## src/design/sals_pkg.sv

```systemverilog
// ----------------------------------------------------------------------------
// Cache set package
// Codes, field widths and the record that travels along the row of way cells.
// ----------------------------------------------------------------------------
package sals_pkg;

    // Width of the tag field on the input channel.
    localparam int TAG_W = 20;

    // Way index and rank fields in the scan record cover up to sixteen ways.
    localparam int IDX_W = 4;
    // Dirty count in the scan record covers up to sixteen dirty ways.
    localparam int CNT_W = 5;

    // Access kinds.
    localparam logic OP_READ  = 1'b0;
    localparam logic OP_WRITE = 1'b1;

    // Result outcomes.
    localparam logic [1:0] OUT_HIT     = 2'd0;
    localparam logic [1:0] OUT_MISS    = 2'd1;
    localparam logic [1:0] OUT_MISS_WB = 2'd2;

    // Record passed from one way cell to the next during the lookup scan.
    typedef struct packed {
        logic             hit;
        logic [IDX_W-1:0] hit_way;
        logic [IDX_W-1:0] hit_rank;
        logic             hit_dirty;
        logic             inv_found;
        logic [IDX_W-1:0] inv_way;
        logic [IDX_W-1:0] inv_rank;
        logic [IDX_W-1:0] lru_way;
        logic             lru_dirty;
        logic [CNT_W-1:0] dcount;
    } scan_t;

    // Update command broadcast to every way cell.
    typedef struct packed {
        logic             en;
        logic             fill;
        logic             wr;
        logic [IDX_W-1:0] way;
        logic [IDX_W-1:0] old_rank;
    } upd_cmd_t;

endpackage

```

## src/design/sals_cell.sv

```systemverilog
// ----------------------------------------------------------------------------
// Way cell
// Holds one way's valid, dirty, tag and recency rank; folds its own state into
// the scan record handed to the next cell and applies broadcast updates.
// ----------------------------------------------------------------------------
module sals_cell #(
    parameter int WAYS = 4,
    parameter int TW   = 20,
    parameter int IDX  = 0
) (
    input  logic               aclk,
    input  logic               aresetn,
    input  logic [TW-1:0]      tag,
    input  sals_pkg::upd_cmd_t cmd,
    input  sals_pkg::scan_t    scan_in,
    output sals_pkg::scan_t    scan_out
);

    localparam int WB = (WAYS > 1) ? $clog2(WAYS) : 1;
    localparam logic [WB-1:0] LAST_RANK = WB'(WAYS - 1);
    localparam logic [WB-1:0] OWN_RANK  = WB'(IDX);
    localparam logic [sals_pkg::IDX_W-1:0] MY_IDX = sals_pkg::IDX_W'(IDX);

    logic          valid_reg;
    logic          dirty_reg;
    logic [TW-1:0] tag_reg;
    logic [WB-1:0] rank_reg;

    logic [sals_pkg::IDX_W-1:0] my_rank;
    sals_pkg::scan_t            scan_next;
    sals_pkg::scan_t            scan_reg;

    assign my_rank = sals_pkg::IDX_W'(rank_reg);

    always_comb begin
        scan_next = scan_in;
        if (valid_reg && (tag_reg == tag)) begin
            scan_next.hit       = 1'b1;
            scan_next.hit_way   = MY_IDX;
            scan_next.hit_rank  = my_rank;
            scan_next.hit_dirty = dirty_reg;
        end
        if (!scan_in.inv_found && !valid_reg) begin
            scan_next.inv_found = 1'b1;
            scan_next.inv_way   = MY_IDX;
            scan_next.inv_rank  = my_rank;
        end
        if (rank_reg == LAST_RANK) begin
            scan_next.lru_way   = MY_IDX;
            scan_next.lru_dirty = dirty_reg;
        end
        scan_next.dcount = scan_in.dcount + sals_pkg::CNT_W'(dirty_reg);
    end

    always_ff @(posedge aclk) begin
        scan_reg <= scan_next;
    end

    assign scan_out = scan_reg;

    always_ff @(posedge aclk) begin
        if (!aresetn) begin
            valid_reg <= 1'b0;
            dirty_reg <= 1'b0;
            rank_reg  <= OWN_RANK;
        end else if (cmd.en) begin
            if (cmd.way == MY_IDX) begin
                rank_reg <= '0;
                if (cmd.fill) begin
                    valid_reg <= 1'b1;
                    dirty_reg <= cmd.wr;
                end else begin
                    dirty_reg <= dirty_reg | cmd.wr;
                end
            end else if (my_rank < cmd.old_rank) begin
                rank_reg <= rank_reg + 1'b1;
            end
        end
    end

    always_ff @(posedge aclk) begin
        if (cmd.en && cmd.fill && (cmd.way == MY_IDX)) begin
            tag_reg <= tag;
        end
    end

endmodule

```

## src/design/set_assoc_lru_cache_set_unit.sv

```systemverilog
// ----------------------------------------------------------------------------
// Set-associative LRU cache set
// One write-back cache set with true LRU replacement, built as a row of way
// cells that a lookup record walks through one cell per clock.
// ----------------------------------------------------------------------------
//
//  Channel | Ports                                         | Direction
//  --------+-----------------------------------------------+----------
//  access  | s_valid s_ready s_operation s_tag             | in
//  result  | m_valid m_ready m_outcome m_way m_dirty_count | out
//
// After acceptance the lookup record walks through the row of way cells in the
// scan state, and the update state follows, in which the result is registered;
// only then does the unit return to idle, so no new item is taken before the
// last result is registered. Synchronous active-low reset clears all valid and
// dirty bits and gives each way its own index as recency rank. While the
// previous result is not taken, the update waits and the cells hold.
//
// Each cell owns one way. During the scan the record collects the matching
// way, the lowest-numbered invalid way, the least recently used way and the
// dirty count before the access. The update cycle then broadcasts the chosen
// way and its old rank; every cell with a lower rank ages by one while the
// chosen way becomes most recently used.
//
module set_assoc_lru_cache_set_unit #(
    parameter int WAYS     = 4,
    parameter int TAG_BITS = 20
) (
    input  logic        aclk,
    input  logic        aresetn,
    input  logic        s_valid,
    output logic        s_ready,
    input  logic        s_operation,
    input  logic [19:0] s_tag,
    output logic        m_valid,
    input  logic        m_ready,
    output logic [1:0]  m_outcome,
    output logic [1:0]  m_way,
    output logic [2:0]  m_dirty_count
);

    // Tag bits above TAG_BITS are ignored, so only the low bits are stored.
    localparam int TW = (TAG_BITS < sals_pkg::TAG_W) ? TAG_BITS : sals_pkg::TAG_W;
    localparam int WB = (WAYS > 1) ? $clog2(WAYS) : 1;
    localparam logic [WB-1:0] LAST_STEP = WB'(WAYS - 1);
    localparam logic [sals_pkg::IDX_W-1:0] LRU_RANK = sals_pkg::IDX_W'(WAYS - 1);

    typedef enum logic [1:0] {
        ST_IDLE,
        ST_SCAN,
        ST_UPDATE
    } state_t;

    state_t        state_reg;
    logic [WB-1:0] step_reg;
    logic          req_op_reg;
    logic [TW-1:0] req_tag_reg;

    logic       m_valid_reg;
    logic [1:0] m_outcome_reg;
    logic [1:0] m_way_reg;
    logic [2:0] m_dirty_count_reg;

    // Scan record between cells; entry 0 is the empty record fed to cell 0.
    sals_pkg::scan_t    chain [WAYS+1];
    sals_pkg::scan_t    res;
    sals_pkg::upd_cmd_t cmd;

    logic                       upd_fire;
    logic                       fill;
    logic [sals_pkg::IDX_W-1:0] sel_way;
    logic [sals_pkg::IDX_W-1:0] old_rank;
    logic                       old_dirty;
    logic                       new_dirty;
    logic [sals_pkg::CNT_W-1:0] dirty_next;
    logic [1:0]                 outcome_next;

    assign chain[0] = '0;

    for (genvar g = 0; g < WAYS; g++) begin : g_cell
        sals_cell #(
            .WAYS (WAYS),
            .TW   (TW),
            .IDX  (g)
        ) u_cell (
            .aclk     (aclk),
            .aresetn  (aresetn),
            .tag      (req_tag_reg),
            .cmd      (cmd),
            .scan_in  (chain[g]),
            .scan_out (chain[g+1])
        );
    end

    // By the update state the last cell holds the complete record.
    assign res = chain[WAYS];

    always_comb begin
        fill = !res.hit;
        if (res.hit) begin
            sel_way   = res.hit_way;
            old_rank  = res.hit_rank;
            old_dirty = res.hit_dirty;
        end else if (res.inv_found) begin
            sel_way   = res.inv_way;
            old_rank  = res.inv_rank;
            old_dirty = 1'b0;
        end else begin
            sel_way   = res.lru_way;
            old_rank  = LRU_RANK;
            old_dirty = res.lru_dirty;
        end

        // A fill starts clean unless written; a hit keeps its dirty bit.
        new_dirty  = fill ? req_op_reg : (res.hit_dirty | req_op_reg);
        dirty_next = res.dcount - sals_pkg::CNT_W'(old_dirty)
                   + sals_pkg::CNT_W'(new_dirty);

        if (res.hit) begin
            outcome_next = sals_pkg::OUT_HIT;
        end else if (!res.inv_found && res.lru_dirty) begin
            outcome_next = sals_pkg::OUT_MISS_WB;
        end else begin
            outcome_next = sals_pkg::OUT_MISS;
        end
    end

    // The update is applied only when the output register can take the result.
    assign upd_fire = (state_reg == ST_UPDATE) && (!m_valid_reg || m_ready);

    always_comb begin
        cmd.en       = upd_fire;
        cmd.fill     = fill;
        cmd.wr       = (req_op_reg == sals_pkg::OP_WRITE);
        cmd.way      = sel_way;
        cmd.old_rank = old_rank;
    end

    always_ff @(posedge aclk) begin
        if (!aresetn) begin
            state_reg   <= ST_IDLE;
            m_valid_reg <= 1'b0;
        end else begin
            if (m_ready && !upd_fire) begin
                m_valid_reg <= 1'b0;
            end
            case (state_reg)
                ST_IDLE: begin
                    if (s_valid) begin
                        req_op_reg  <= s_operation;
                        req_tag_reg <= s_tag[TW-1:0];
                        step_reg    <= '0;
                        state_reg   <= ST_SCAN;
                    end
                end
                ST_SCAN: begin
                    if (step_reg == LAST_STEP) begin
                        state_reg <= ST_UPDATE;
                    end else begin
                        step_reg <= step_reg + 1'b1;
                    end
                end
                ST_UPDATE: begin
                    if (upd_fire) begin
                        m_valid_reg       <= 1'b1;
                        m_outcome_reg     <= outcome_next;
                        m_way_reg         <= sel_way[1:0];
                        m_dirty_count_reg <= dirty_next[2:0];
                        state_reg         <= ST_IDLE;
                    end
                end
                default: begin
                    state_reg <= ST_IDLE;
                end
            endcase
        end
    end

    assign s_ready       = (state_reg == ST_IDLE);
    assign m_valid       = m_valid_reg;
    assign m_outcome     = m_outcome_reg;
    assign m_way         = m_way_reg;
    assign m_dirty_count = m_dirty_count_reg;

endmodule

```

## config.mk

```make
export PLATFORM = sky130hd
export DESIGN_NAME = set_assoc_lru_cache_set_unit
export DESIGN_NICKNAME = d
export VERILOG_FILES = /design/src/design/sals_pkg.sv /design/src/design/sals_cell.sv /design/src/design/set_assoc_lru_cache_set_unit.sv
export SDC_FILE = /design/constraint.sdc
export NUM_CORES = 1
export LEC_CHECK = 0
export BUFFER_PORTS_ARGS = -buffer_cell sky130_fd_sc_hd__buf_4
export CAP_MARGIN = 30
export CORE_MARGIN = 2
export CORE_UTILIZATION = 35
export CTS_CLUSTER_SIZE = 8
export DETAILED_ROUTE_END_ITERATION = 6
export PLACE_DENSITY_LB_ADDON = 0.08
export SYNTH_ARGS = -nofsm -noshare
export SYNTH_HDL_FRONTEND = slang
export SYNTH_SLANG_ARGS = --single-unit
```

## constraint.sdc

```tcl
create_clock -name aclk -period 4.4 [get_ports aclk]
set_clock_uncertainty 0.1 [all_clocks]
set_input_delay 1.1 -clock aclk [delete_from_list [all_inputs] [get_ports aclk]]
set_output_delay 1.1 -clock aclk [all_outputs]
set_load 0.005 [all_outputs]
```

==> metrics.yaml <==
job:
  maxCapViolCount: 0
worst_hold_path:
  holdCritStartpoint: "g_cell[2].u_cell.scan_out[24]$_SDFF_PP0_"
  hp-class: "reg2reg"
  holdPathEnd: "g_cell[3].u_cell.scan_out[24]$_SDFF_PP1_"
  holdPathStages: 1
sta:
  post-route-min-period_ns: 2.86
  period_share_pct: 65.0
  rsz0062_at_grt: "false"
  slew_headroom_pct: 54.0
  tns_ns: 0
  finalHoldViolations: 0
  fin_ws_ns: 1.54
  slew_violations: 0
  setup_viol: 0
  worst_pin_slew_ns: 0.688
  max_freq_ghz: 0.349
  hold_ws_ns: 0.308
finish:
  syn2layout_area_growth_pct: 16.8
  utilization_pct: 41.7
  largest_reg_flops: 80
  drive_above_1_share_pct: 18.4
  fin_nets: 563
  n_antenna_cell: 0
  multi_input_comb_area_mm2: 0.00210
  register_area_mm2: 0.00480
  nFillCells: 1801
clock_tree:
  cts-root-buf: "clkbuf_16"
  cts_hold_buf: 0
  cts_setup_buffers: 0
  cts_sinks: 185
  clk_pin_slew_ns: 0.06
  htree_levels: 4
  cts.repair.resized: 0
  clock_latency_ns: 0.42
  tritoncts: "done"
  cts_buffers: 17
  clk_path_buf_depth: 2
route:
  via_count: 3678
  dr.pass1.iters: 4
  vias_per_cell: 4.60
  drtAntennaViolNets: 0
  drc: 0
  drt_iter0_markers: 210
  wire_per_inst_um: 17.0
  routed_wl_um: 13600
floorplan:
  start_util_pct: 35.7
  coreArea_mm2: 0.0195
  die_h_um: 145
  ios: 34
  die_w_um: 145
  die_area_mm2: 0.0210
  num_rows: 51
place:
  place_congestion: 0.727
  dp_slack_ns: 1.63
  hpwl_um: 9240
  port_buffers: 33
logic_synthesis:
  synthTopCellsByCount: "edfxtp_1 (110), dfxtp_1 (75), xnor2_1 (43), xor2_1 (40), nor2_1 (19)"
  synthArstFlopShare_pct: 0
  synth_edf_count: 110
  postSynthCellCount: 470
  synth_ff_type: "edfxtp_1"
  synth_top_area_share_pct: 47.6
  syn_nets: 512
  synth_seq_area_share_pct: 69.2
  syn_area_mm2: 0.00695
  ys_ff_latch: 185
  post_synth.cell_area_avg_um2: 14.8
  synth_most_common_cell: "edfxtp_1"
  synth_warnings: 0
  ys_types: 45
  synth_top_area_cell: "edfxtp_1"
  synth_area_leaders: "edfxtp_1 (48%), dfxtp_1 (22%), xnor2_1 (5.4%), xor2_1 (5.0%), ha_1 (2.9%)"
power:
  switching_share_pct: 22.0
  clock_power_share_pct: 42.1
  combPwrFrac_pct: 2.2
  p_sw_w: 0.000739
  powerDensity_mw_per_mm2: 414
  ir_worst_vdd_v: 0.000236
  leakage_nw: 2.99
  finalPower_w: 0.00336
  power_frac_seq_pct: 55.7
  p_int_w: 0.00262
worst_setup_path:
  required_ns: 4.61
  rrSetupSlack_ns: 1.54
  rr_startpoint: "g_cell[3].u_cell.scan_out[28]$_SDFF_PP1_"
  cp-end-kind: "flop"
  crit_path_start_kind: "flop"
  path_class: "reg2reg"
  worstPathArrival_ns: 3.08
  path_max_fanout: 16
  r2r-end: "g_cell[0].u_cell.rank_reg[0]$_SDFFE_PN0P_"
  r2r_cells: 9
global_route:
  grt_max_degree: 23
  grt_pass1_vias: 3685
  grt_usage_pct: 13.9
  gr-total-overflow: 0
  grt_pass1_wl_um: 21200
  antenna_found_initial: 0
outcome:
  outcome: "finished, final reports clean"
## cell usage in the layout (no fill, tap or decap), drive strengths merged, types with 2 or more instances in the layout
cell and instances:
inv 16, nor3 2, clkbuf 18, o21ai 6, nor4 13, nor2 19, dfxtp 75, buf 40
nor2b 6, o211a 2, and2 7, mux2 18, a21o 3, o21a 4, xor2 40, nor3b 3
ha 16, and3 3, a221o 2, o22ai 2, nand3 8, xnor2 43, mux2i 2, clkinvlp 2
clkinv 5, or2b 3, nand4 13, a21oi 10, o211ai 2, nand2 7, or4 2, nand2b 14
or2 5, edfxtp 110, or3 3
## power groups by stage
stage	logic [W]	registers (W)	clock network, W
after global placement	0.0000743	0.00191	0
after floorplan	0.0000415	0.00190	0
after detailed placement	0.0000738	0.00191	0
after CTS	0.0000745	0.00187	0.00146
final	0.0000727	0.00187	0.00141
after global routing	0.0000804	0.00188	0.00153
## per-stage QoR
step	instance area [um2]	std cells
2_1_floorplan	6950	470
3_3_place_gp	7570	767
3_5_place_dp	7570	767
4_1_cts	8110	799
5_1_grt	8110	799
6_report	8110	799
## worst max-delay path, cell delays in order, from the launching register on
cell      delay (ns)
dfxtp_1         0.76
inv_1           0.16
nand2_1         0.11
o22ai_1         0.14
ha_1            0.27
or2_2           0.27
o32a_1          0.31
a211oi_1        0.26
nor2_1          0.08
a311oi_1        0.29
## logic make-up (layout without fill, tap and decap cells)
group           after synthesis  in the layout  synth area share (%)
simple gates                110            110                  8.99
fa+ha+maj                    17             17                  3.17
buf+inv                      17             81                 0.955
compound gates               38             38                  3.71
flops                       185            185                  69.2
mux                          20             20                  3.53
xor+xnor                     83             83                  10.5
## worst max path at each step
stage	cells after the start	to	from
after floorplan	4	g_cell[0].u_cell.tag_reg[0]$_DFFE_PP_	m_ready
after global placement	7	g_cell[1].u_cell.tag_reg[12]$_DFFE_PP_	m_ready
after detailed placement	7	g_cell[1].u_cell.tag_reg[12]$_DFFE_PP_	m_ready
after CTS	9	g_cell[0].u_cell.rank_reg[0]$_SDFFE_PN0P_	g_cell[3].u_cell.scan_out[28]$_SDFF_PP1_
after global routing	9	g_cell[0].u_cell.rank_reg[0]$_SDFFE_PN0P_	g_cell[3].u_cell.scan_out[28]$_SDFF_PP1_
final	9	g_cell[0].u_cell.rank_reg[0]$_SDFFE_PN0P_	g_cell[3].u_cell.scan_out[28]$_SDFF_PP1_
## routing by layer
metal / global-route usage, % / share of wire [%]
met5: 0 / 0
met4: 4.96 / 1.2
met2: 22.0 / 47
met1: 18.8 / 49
met3: 3.29 / 2.7
## final cells by class
class                           count  area share (%)
Inverter                            9           0.417
Multi-Input combinational cell    268            25.9
Clock buffer                       18            5.29
Timing Repair Buffer               40            3.70
Clock inverter                     14            1.39
Tap cell                          265            4.09
Sequential cell                   185            59.3
Power figures use the tool's default switching activity.
